[src/hdl/adtt_pkg.sv]
// ----------------------------------------------------------------------------
// adtt_pkg
// Types and constants shared by the audio dynamics trend tracker.
// ----------------------------------------------------------------------------
package adtt_pkg;

    localparam int LEVEL_W    = 16;
    localparam int CFG_IDX_W  = 8;
    localparam int CFG_DATA_W = 16;
    localparam int MUL_W      = 17;

    localparam logic [LEVEL_W-1:0] LEVEL_ONE = 16'h8000;
    localparam logic [6:0]         FLOOR_RISE = 7'd66;

    localparam logic [CFG_IDX_W-1:0] REG_HISTORY_LENGTH   = 8'd0;
    localparam logic [CFG_IDX_W-1:0] REG_PEAK_DECAY       = 8'd1;
    localparam logic [CFG_IDX_W-1:0] REG_SMOOTHING_FACTOR = 8'd2;
    localparam logic [CFG_IDX_W-1:0] REG_TREND_THRESHOLD  = 8'd3;

    localparam logic [7:0]  RST_HISTORY_LENGTH   = 8'd86;
    localparam logic [15:0] RST_PEAK_DECAY       = 16'd64880;
    localparam logic [15:0] RST_SMOOTHING_FACTOR = 16'd58982;
    localparam logic [15:0] RST_TREND_THRESHOLD  = 16'd4915;

    typedef enum logic [3:0] {
        ST_IDLE,
        ST_PEAK_MUL,
        ST_WALK,
        ST_DRAIN,
        ST_SUMS,
        ST_AVG_DIV,
        ST_MUL_NH,
        ST_MUL_ON,
        ST_TREND_DIV,
        ST_MIX_A,
        ST_MIX_B,
        ST_RATIO_DIV,
        ST_EMIT
    } state_t;

endpackage

[src/hdl/audio_dynamics_trend_tracker_unit.sv]
// ----------------------------------------------------------------------------
// audio_dynamics_trend_tracker_unit
// Per-frame level tracker: decaying peak, slow floor, history average,
// smoothed trend with crescendo/diminuendo flags and compression ratio.
// ----------------------------------------------------------------------------
// s_valid/s_ready carry one frame RMS level (Q1.15) per beat; m_valid/m_ready
// carry one result beat per input beat, in order. cfg_wr_en/cfg_index/
// cfg_wr_data write a register at the clock edge; the user must write only
// while the unit is idle, which the unit does not enforce; writing
// history_length empties the history ring. With n levels held, the unit walks
// the ring (one memory read a cycle), then does up to five shift-add
// multiplies (peak decay, two trend products, two smoothing terms) and three
// restoring divisions. One item is processed at a time, so a new beat is
// taken only once the unit is back in idle.
// The result waits in an output register: the next beat is accepted while it
// waits, but that beat's result is held back until m_ready frees it.
// Reset (aresetn low, synchronous) restores register defaults, empties the
// ring, clears peak, trend and flags and sets the floor to 1.0.
// ----------------------------------------------------------------------------
module audio_dynamics_trend_tracker_unit #(
    parameter int HISTORY_DEPTH     = 128,
    parameter int MIN_TREND_ENTRIES = 10
) (
    input  logic                                aclk,
    input  logic                                aresetn,
    input  logic                                cfg_wr_en,
    input  logic [adtt_pkg::CFG_IDX_W-1:0]      cfg_index,
    input  logic [adtt_pkg::CFG_DATA_W-1:0]     cfg_wr_data,
    input  logic                                s_valid,
    output logic                                s_ready,
    input  logic [adtt_pkg::LEVEL_W-1:0]        s_rms_level,
    output logic                                m_valid,
    input  logic                                m_ready,
    output logic signed [adtt_pkg::LEVEL_W-1:0] m_trend,
    output logic [adtt_pkg::LEVEL_W-1:0]        m_compression_ratio,
    output logic [adtt_pkg::LEVEL_W-1:0]        m_average_level,
    output logic [adtt_pkg::LEVEL_W-1:0]        m_peak_level,
    output logic [adtt_pkg::LEVEL_W-1:0]        m_floor_level,
    output logic                                m_rising_now,
    output logic                                m_falling_now,
    output logic                                m_rise_started,
    output logic                                m_fall_started
);
    import adtt_pkg::*;

    localparam int AW   = $clog2(HISTORY_DEPTH);
    localparam int CW   = $clog2(HISTORY_DEPTH + 1);
    localparam int LW   = (CW > 8) ? CW : 8;
    localparam int SW   = LEVEL_W + AW;
    localparam int PW   = SW + CW;
    localparam int DVW  = PW + 18;
    localparam int ACCW = SW + 1 + MUL_W;
    localparam int DCW  = $clog2(DVW + 1);
    localparam int RW   = 31;

    state_t state_reg, state_next;

    logic [7:0]  hist_len_reg;
    logic [15:0] peak_decay_reg;
    logic [15:0] smooth_reg;
    logic [15:0] thr_reg;

    logic [LEVEL_W-1:0] ring_mem [HISTORY_DEPTH];
    logic [LEVEL_W-1:0] rd_data_reg;
    logic               pend_reg;
    logic               pend_old_reg;

    logic [CW-1:0]      cnt_reg;
    logic [AW-1:0]      pos_reg;
    logic [AW-1:0]      idx_reg;
    logic [CW-1:0]      wi_reg;
    logic [SW-1:0]      old_sum_reg;
    logic [SW-1:0]      new_sum_reg;

    logic [LEVEL_W-1:0] peak_reg;
    logic [LEVEL_W-1:0] floor_reg;
    logic signed [15:0] smoothed_reg;
    logic signed [15:0] raw_reg;
    logic [15:0]        avg_reg;
    logic [15:0]        ratio_reg;
    logic [PW-1:0]      pa_reg;
    logic               rise_flag_reg;
    logic               fall_flag_reg;

    logic signed [ACCW-1:0] mcand_reg;
    logic signed [ACCW-1:0] acc_reg;
    logic [MUL_W-1:0]       mplr_reg;
    logic [4:0]             mcnt_reg;

    logic [DVW-1:0] dvd_reg;
    logic [PW-1:0]  dsr_reg;
    logic [PW-1:0]  rem_reg;
    logic [DCW-1:0] dcnt_reg;

    logic                   m_valid_reg;
    logic signed [15:0]     m_trend_reg;
    logic [15:0]            m_ratio_reg;
    logic [15:0]            m_avg_reg;
    logic [15:0]            m_peak_reg;
    logic [15:0]            m_floor_reg;
    logic                   m_rise_reg;
    logic                   m_fall_reg;
    logic                   m_rise_st_reg;
    logic                   m_fall_st_reg;

    // control
    logic                   mul_start, mul_clr;
    logic signed [ACCW-1:0] mul_a;
    logic [MUL_W-1:0]       mul_b;
    logic                   div_start;
    logic [DCW-1:0]         div_n;
    logic [DVW-1:0]         div_dvd;
    logic [PW-1:0]          div_dsr;
    logic                   emit;

    // combinational helpers
    logic [LEVEL_W-1:0] lvl_sat;
    logic [LW-1:0]      hl_ext;
    logic [CW-1:0]      eff_len;
    logic [CW-1:0]      cnt_new;
    logic [CW-1:0]      pos_inc;
    logic [AW-1:0]      pos_new;
    logic [AW-1:0]      oldest;
    logic [LEVEL_W-1:0] floor_delta;
    logic [22:0]        floor_prod;
    logic [LEVEL_W-1:0] floor_new;
    logic [CW-1:0]      half;
    logic [CW-1:0]      newer;
    logic [SW-1:0]      sum_total;
    logic               trend_skip;
    logic [PW-1:0]      pb;
    logic               neg;
    logic [PW-1:0]      num;
    logic [PW+2:0]      num5;
    logic [PW:0]        trial;
    logic               qbit;
    logic signed [15:0] raw_clamp;
    logic signed [17:0] st_ext;
    logic signed [17:0] thr_ext;
    logic               rise_now;
    logic               fall_now;
    logic               accept;

    assign accept  = s_valid && s_ready;
    assign s_ready = (state_reg == ST_IDLE);

    assign lvl_sat = (s_rms_level > LEVEL_ONE) ? LEVEL_ONE : s_rms_level;
    assign hl_ext  = LW'(hist_len_reg);

    always_comb begin
        if (hist_len_reg == 8'd0) begin
            eff_len = CW'(1);
        end else if (hl_ext > LW'(HISTORY_DEPTH)) begin
            eff_len = CW'(HISTORY_DEPTH);
        end else begin
            eff_len = CW'(hist_len_reg);
        end
    end

    assign cnt_new = (cnt_reg < eff_len) ? cnt_reg + CW'(1) : cnt_reg;
    assign pos_inc = CW'(pos_reg) + CW'(1);
    assign pos_new = (pos_inc >= eff_len) ? '0 : AW'(pos_inc);
    assign oldest  = (cnt_new < eff_len) ? '0 : pos_new;

    assign floor_delta = lvl_sat - floor_reg;
    assign floor_prod  = (23'(floor_delta) << 6) + (23'(floor_delta) << 1);
    assign floor_new   = (lvl_sat < floor_reg) ? lvl_sat
                       : floor_reg + LEVEL_W'(floor_prod[22:16]);

    assign half       = cnt_reg >> 1;
    assign newer      = cnt_reg - half;
    assign sum_total  = old_sum_reg + new_sum_reg;
    assign trend_skip = (32'(cnt_reg) < MIN_TREND_ENTRIES) || (old_sum_reg == '0);

    assign pb   = acc_reg[PW-1:0];
    assign neg  = pa_reg < pb;
    assign num  = neg ? (pb - pa_reg) : (pa_reg - pb);
    assign num5 = ((PW+3)'(num) << 2) + (PW+3)'(num);

    assign trial = {rem_reg, dvd_reg[DVW-1]};
    assign qbit  = (trial >= {1'b0, dsr_reg});

    always_comb begin
        if (neg) begin
            if (dvd_reg > DVW'(32768)) begin
                raw_clamp = 16'sh8000;
            end else begin
                raw_clamp = 16'(16'd0 - dvd_reg[15:0]);
            end
        end else if (dvd_reg > DVW'(32767)) begin
            raw_clamp = 16'sh7FFF;
        end else begin
            raw_clamp = 16'(dvd_reg[15:0]);
        end
    end

    assign st_ext   = 18'(smoothed_reg);
    assign thr_ext  = $signed({2'b00, thr_reg});
    assign rise_now = st_ext > thr_ext;
    assign fall_now = st_ext < -thr_ext;

    always_comb begin
        state_next = state_reg;
        mul_start  = 1'b0;
        mul_clr    = 1'b0;
        mul_a      = '0;
        mul_b      = '0;
        div_start  = 1'b0;
        div_n      = '0;
        div_dvd    = '0;
        div_dsr    = '0;
        emit       = 1'b0;
        case (state_reg)
            ST_IDLE: begin
                if (s_valid) begin
                    if (lvl_sat > peak_reg) begin
                        state_next = ST_WALK;
                    end else begin
                        state_next = ST_PEAK_MUL;
                        mul_start  = 1'b1;
                        mul_clr    = 1'b1;
                        mul_a      = ACCW'(peak_reg);
                        mul_b      = MUL_W'(peak_decay_reg);
                    end
                end
            end
            ST_PEAK_MUL: begin
                if (mcnt_reg == 5'd0) begin
                    state_next = ST_WALK;
                end
            end
            ST_WALK: begin
                if (wi_reg == cnt_reg - CW'(1)) begin
                    state_next = ST_DRAIN;
                end
            end
            ST_DRAIN: begin
                state_next = ST_SUMS;
            end
            ST_SUMS: begin
                state_next = ST_AVG_DIV;
                div_start  = 1'b1;
                div_n      = DCW'(SW);
                div_dvd    = DVW'(sum_total) << (DVW - SW);
                div_dsr    = PW'(cnt_reg);
            end
            ST_AVG_DIV: begin
                if (dcnt_reg == '0) begin
                    mul_start = 1'b1;
                    mul_clr   = 1'b1;
                    if (trend_skip) begin
                        state_next = ST_MIX_A;
                        mul_a      = ACCW'(smoothed_reg);
                        mul_b      = MUL_W'(smooth_reg);
                    end else begin
                        state_next = ST_MUL_NH;
                        mul_a      = ACCW'(new_sum_reg);
                        mul_b      = MUL_W'(half);
                    end
                end
            end
            ST_MUL_NH: begin
                if (mcnt_reg == 5'd0) begin
                    state_next = ST_MUL_ON;
                    mul_start  = 1'b1;
                    mul_clr    = 1'b1;
                    mul_a      = ACCW'(old_sum_reg);
                    mul_b      = MUL_W'(newer);
                end
            end
            ST_MUL_ON: begin
                if (mcnt_reg == 5'd0) begin
                    state_next = ST_TREND_DIV;
                    div_start  = 1'b1;
                    div_n      = DCW'(DVW);
                    div_dvd    = DVW'(num5) << 15;
                    div_dsr    = pb;
                end
            end
            ST_TREND_DIV: begin
                if (dcnt_reg == '0) begin
                    state_next = ST_MIX_A;
                    mul_start  = 1'b1;
                    mul_clr    = 1'b1;
                    mul_a      = ACCW'(smoothed_reg);
                    mul_b      = MUL_W'(smooth_reg);
                end
            end
            ST_MIX_A: begin
                if (mcnt_reg == 5'd0) begin
                    state_next = ST_MIX_B;
                    mul_start  = 1'b1;
                    mul_a      = ACCW'(raw_reg);
                    mul_b      = MUL_W'(65536) - MUL_W'(smooth_reg);
                end
            end
            ST_MIX_B: begin
                if (mcnt_reg == 5'd0) begin
                    if (peak_reg == '0) begin
                        state_next = ST_EMIT;
                    end else begin
                        state_next = ST_RATIO_DIV;
                        div_start  = 1'b1;
                        div_n      = DCW'(RW);
                        div_dvd    = DVW'({floor_reg, 15'd0}) << (DVW - RW);
                        div_dsr    = PW'(peak_reg);
                    end
                end
            end
            ST_RATIO_DIV: begin
                if (dcnt_reg == '0) begin
                    state_next = ST_EMIT;
                end
            end
            ST_EMIT: begin
                if (!m_valid_reg || m_ready) begin
                    state_next = ST_IDLE;
                    emit       = 1'b1;
                end
            end
            default: begin
                state_next = ST_IDLE;
            end
        endcase
    end

    always_ff @(posedge aclk) begin
        if (!aresetn) begin
            state_reg <= ST_IDLE;
        end else begin
            state_reg <= state_next;
        end
    end

    // history ring
    always_ff @(posedge aclk) begin
        if (accept) begin
            ring_mem[pos_reg] <= lvl_sat;
        end
        rd_data_reg <= ring_mem[idx_reg];
    end

    always_ff @(posedge aclk) begin
        if (!aresetn) begin
            hist_len_reg   <= RST_HISTORY_LENGTH;
            peak_decay_reg <= RST_PEAK_DECAY;
            smooth_reg     <= RST_SMOOTHING_FACTOR;
            thr_reg        <= RST_TREND_THRESHOLD;
            cnt_reg        <= '0;
            pos_reg        <= '0;
            peak_reg       <= '0;
            floor_reg      <= LEVEL_ONE;
            smoothed_reg   <= '0;
            rise_flag_reg  <= 1'b0;
            fall_flag_reg  <= 1'b0;
            pend_reg       <= 1'b0;
            mcnt_reg       <= '0;
            dcnt_reg       <= '0;
            m_valid_reg    <= 1'b0;
        end else begin
            // accept a level
            if (accept) begin
                if (lvl_sat > peak_reg) begin
                    peak_reg <= lvl_sat;
                end
                floor_reg   <= floor_new;
                cnt_reg     <= cnt_new;
                pos_reg     <= pos_new;
                idx_reg     <= oldest;
                wi_reg      <= '0;
                old_sum_reg <= '0;
                new_sum_reg <= '0;
            end

            // walk the ring, oldest first
            pend_reg     <= (state_reg == ST_WALK);
            pend_old_reg <= (wi_reg < half);
            if (state_reg == ST_WALK) begin
                wi_reg  <= wi_reg + CW'(1);
                idx_reg <= (CW'(idx_reg) + CW'(1) == cnt_reg) ? '0 : idx_reg + AW'(1);
            end
            if (pend_reg) begin
                if (pend_old_reg) begin
                    old_sum_reg <= old_sum_reg + SW'(rd_data_reg);
                end else begin
                    new_sum_reg <= new_sum_reg + SW'(rd_data_reg);
                end
            end

            // shift-add multiplier
            if (mul_start) begin
                mcand_reg <= mul_a;
                mplr_reg  <= mul_b;
                mcnt_reg  <= 5'(MUL_W);
                if (mul_clr) begin
                    acc_reg <= '0;
                end
            end else if (mcnt_reg != 5'd0) begin
                if (mplr_reg[0]) begin
                    acc_reg <= acc_reg + mcand_reg;
                end
                mcand_reg <= mcand_reg <<< 1;
                mplr_reg  <= mplr_reg >> 1;
                mcnt_reg  <= mcnt_reg - 5'd1;
            end

            // restoring divider
            if (div_start) begin
                dvd_reg  <= div_dvd;
                dsr_reg  <= div_dsr;
                rem_reg  <= '0;
                dcnt_reg <= div_n;
            end else if (dcnt_reg != '0) begin
                rem_reg  <= qbit ? PW'(trial - {1'b0, dsr_reg}) : PW'(trial);
                dvd_reg  <= {dvd_reg[DVW-2:0], qbit};
                dcnt_reg <= dcnt_reg - DCW'(1);
            end

            // capture results
            if (state_reg == ST_PEAK_MUL && mcnt_reg == 5'd0) begin
                peak_reg <= acc_reg[31:16];
            end
            if (state_reg == ST_AVG_DIV && dcnt_reg == '0) begin
                avg_reg <= dvd_reg[15:0];
                if (trend_skip) begin
                    raw_reg <= '0;
                end
            end
            if (state_reg == ST_MUL_NH && mcnt_reg == 5'd0) begin
                pa_reg <= acc_reg[PW-1:0];
            end
            if (state_reg == ST_TREND_DIV && dcnt_reg == '0) begin
                raw_reg <= raw_clamp;
            end
            if (state_reg == ST_MIX_B && mcnt_reg == 5'd0) begin
                smoothed_reg <= acc_reg[31:16];
                if (peak_reg == '0) begin
                    ratio_reg <= LEVEL_ONE;
                end
            end
            if (state_reg == ST_RATIO_DIV && dcnt_reg == '0) begin
                ratio_reg <= (dvd_reg > DVW'(LEVEL_ONE)) ? LEVEL_ONE : dvd_reg[15:0];
            end

            // result beat
            if (emit) begin
                m_valid_reg   <= 1'b1;
                m_trend_reg   <= smoothed_reg;
                m_ratio_reg   <= ratio_reg;
                m_avg_reg     <= avg_reg;
                m_peak_reg    <= peak_reg;
                m_floor_reg   <= floor_reg;
                m_rise_reg    <= rise_now;
                m_fall_reg    <= fall_now;
                m_rise_st_reg <= rise_now && !rise_flag_reg;
                m_fall_st_reg <= fall_now && !fall_flag_reg;
                rise_flag_reg <= rise_now;
                fall_flag_reg <= fall_now;
            end else if (m_ready) begin
                m_valid_reg <= 1'b0;
            end

            // configuration writes
            if (cfg_wr_en) begin
                case (cfg_index)
                    REG_HISTORY_LENGTH: begin
                        hist_len_reg <= cfg_wr_data[7:0];
                        cnt_reg      <= '0;
                        pos_reg      <= '0;
                    end
                    REG_PEAK_DECAY: begin
                        peak_decay_reg <= cfg_wr_data;
                    end
                    REG_SMOOTHING_FACTOR: begin
                        smooth_reg <= cfg_wr_data;
                    end
                    REG_TREND_THRESHOLD: begin
                        thr_reg <= cfg_wr_data;
                    end
                    default: begin
                    end
                endcase
            end
        end
    end

    assign m_valid             = m_valid_reg;
    assign m_trend             = m_trend_reg;
    assign m_compression_ratio = m_ratio_reg;
    assign m_average_level     = m_avg_reg;
    assign m_peak_level        = m_peak_reg;
    assign m_floor_level       = m_floor_reg;
    assign m_rising_now        = m_rise_reg;
    assign m_falling_now       = m_fall_reg;
    assign m_rise_started      = m_rise_st_reg;
    assign m_fall_started      = m_fall_st_reg;

endmodule
[config.mk]
export PLATFORM = sky130hd
export DESIGN_NAME = audio_dynamics_trend_tracker_unit
export DESIGN_NICKNAME = d
export VERILOG_FILES = /design/src/hdl/adtt_pkg.sv /design/src/hdl/audio_dynamics_trend_tracker_unit.sv
export SDC_FILE = /design/constraint.sdc
export NUM_CORES = 2
export LEC_CHECK = 0
export BUFFER_PORTS_ARGS = -buffer_cell sky130_fd_sc_hd__buf_2
export CAP_MARGIN = 5
export CORE_UTILIZATION = 25
export CTS_BUF_LIST = sky130_fd_sc_hd__clkbuf_4
export DETAILED_ROUTE_END_ITERATION = 6
export PLACE_DENSITY = 0.47
export SLEW_MARGIN = 20
export SYNTH_ARGS = -nofsm -noshare
export SYNTH_HDL_FRONTEND = slang
export SYNTH_SLANG_ARGS = --single-unit
[constraint.sdc]
create_clock -name aclk -period 14.6 [get_ports aclk]
set_input_delay 2.92 -clock aclk [delete_from_list [all_inputs] [get_ports aclk]]
set_output_delay 2.92 -clock aclk [all_outputs]
set_load 0.01 [all_outputs]
==> results.ini <==
[timing]
final.setup_skew_ps=189
slew_violations=0
setup_viol=0
fin_setup_tns_ps=0
period_minus_slack_ps=9690
max_freq_mhz=103
hold_viol=0
fin_crit_sh=0.663
worst_hold_slack_ps=414
fin_ws_ps=4910
rsz0062_at_grt=false
slew_headroom=0.0900
worst_pin_slew_ps=1360

[clock_tree]
postCtsHoldBufs=0
cts_buffers=694
clockRootBuffer=clkbuf_4
post_cts_resized=0
clock_sinks=2619
postCtsSetupRepairBufs=0
cts.htree.levels=6
cts_tree=built
clock_latency_ps=1630
path_clk_slew_ps=70
clockBufferDepth=4

[final_layout]
largest_register_ffs=2048
final_net_count=9206
syn2layout_area_growth_pct=15.4
final_cell_area_um2=136000
drive_above_1_share=0.211

[hold_path]
hold_path.class=reg -> reg
hold_end=m_average_level[13]$_DFFE_PP_
worstHoldStart=avg_reg[13]$_DFFE_PP_
hold_depth=0

[pwr]
p_leak_nw=44.8
p_total_mw=24.7
p_per_area_nw_per_um2=182
ir_worst_vdd_mv=0.200

[global_route]
grt_antenna_before_repair=28
grt_pass1_wl_um=533000
grt_use_total=0.153
grt_pass1_vias=74900
gr-total-overflow=0
grt_max_degree=131

[drt]
num_vias=75000
routed_via_density=4.82
first_pass_iters=6
drt_iter0_drc=6743
drcViolationCount=0
wl_per_cell_um=24.1
routed_wirelength_um=374000
ant_nets=0

[yosys]
synth_top_area_share=0.630
yosys_most_used_dff=edfxtp_1
synth_top_area_cell=edfxtp_1
yosys_warnings=0
syn_nets=8540
syn_inst=8134
yosys_register_bits=2619
synth_common_cells=edfxtp_1, nand2_1, a21oi_1, nor2_1, mux2i_1
ys_async_sr_fraction=0
synth_edf_count=2465
ys_seq_area_frac=0.656
yosysUniqueCellTypes=90
avgSynthCellArea_um2=14.4
ys_top_cells_by_area=edfxtp_1, mux4_2, ha_1
synth_most_common_cell=edfxtp_1
synth_area_um2=118000

[placed_design]
port_buffers=130
pre_cts_ws_ps=3330
dp_hpwl_um=238000
dpl_cell_area_um2=127000
place.gp.congestion=0.871

[floorplan]
die_area_um2=473000
row_count=251
start_util=0.251
pin_count=131
die_h_um=688
die_x_um=688
design.core.area_um2=468000

[worst_setup_path]
slowest_delay_ps=870
regToRegSetupSlack_ps=7400
crit_path_end_kind=register
worstPathMaxFanout=76
rr_worst_depth=22
crit_path_top_delay_cell=a41oi_1
r2r_start=acc_reg[20]$_SDFFCE_PP0P_
start_kind=input port
critPathArrivalTime_ps=11220
worstPathRequired_ps=16140
crit_family=compound AO/OA/AOI/OAI gates
crit_buf_inv=2
path_class=in -> reg
cp_common_cell=a21o_1
reg2reg_to=dvd_reg[38]$_DFFE_PP_

[run_status]
status=complete, no violations

[job]
cap_violations=0

-- cell families after synthesis --
group | synth area share
multiplexers | 0.104
flip-flops | 0.656
buffers and inverters | 0.0215
XOR/XNOR | 0.0177
AND/OR/NAND/NOR | 0.0648
AO/OA/AOI/OAI | 0.0971
adder cells (fa/ha/maj) | 0.0391
-- layer usage --
layer  global-route usage  vias up  wire length [µm]  share of wire
li1                     -    33600                 -              -
met1                0.211    38100            168000           0.45
met2                0.244     2633            171000           0.46
met3               0.0242      630             22400          0.060
met4               0.0547       12             12800          0.034
met5                    0        -                79        0.00021
-- report_power, final --
| group | internal (mW) | switching (mW) |
|---|---|---|
| combinational | 3.32 | 5.55 |
| sequential | 8.80 | 0.533 |
| clock | 3.34 | 3.19 |
-- layout make-up --
cell class,instances,area (µm²)
Fill cell,47200,332000
Sequential cell,2619,77100
Multi-Input combinational cell,4864,38200
Tap cell,6198,7750
Clock buffer,990,7430
Timing Repair Buffer,382,2710
Clock inverter,243,1450
Inverter,239,900
Antenna cell,24,60.1
-- placed cells by master (no fill, tap or decap), drive strengths merged, types with 24 or more instances in the layout --
cell    instances
clkinv        197
dfxtp         154
a221o          25
o21ai         331
mux2i         425
o211ai         35
mux4          288
nor2b          73
nor3           74
and2           39
mux2          129
or3            39
o221ai        137
o21bai         26
inv           262
nor2          480
o21a           54
nand3         149
xnor2         145
diode          24
buf           382
nor4           48
and3           48
o22ai         140
clkbuf        990
nand4          33
nand2         555
nand2b         45
a21oi         534
ha            350
o31ai          27
a211oi        118
a31oi          43
xor2           92
a21o          137
edfxtp       2465
-- worst max-delay path by stage --
stage | slack (ps) | from | depth (start not counted) | endpoint
after global routing | 4490 | s_rms_level[15] | 32 | floor_reg[15]$_SDFFE_PN1P_
after global placement | 3390 | s_rms_level[15] | 32 | floor_reg[13]$_SDFFE_PN0P_
after CTS | 5130 | s_rms_level[15] | 32 | floor_reg[15]$_SDFFE_PN1P_
final | 4910 | s_rms_level[15] | 32 | floor_reg[15]$_SDFFE_PN1P_
after detailed placement | 3330 | s_rms_level[15] | 32 | floor_reg[15]$_SDFFE_PN1P_
after floorplan | 1990 | s_rms_level[8] | 32 | floor_reg[13]$_SDFFE_PN0P_
-- metrics by stage --
stage           util  cells
2_1_floorplan      -   8134
3_3_place_gp   0.271  14300
3_5_place_dp   0.271  14300
4_1_cts        0.290  15500
5_1_grt        0.290  15500
6_report       0.290  15600
No activity file was read; power rests on OpenSTA's default activity.
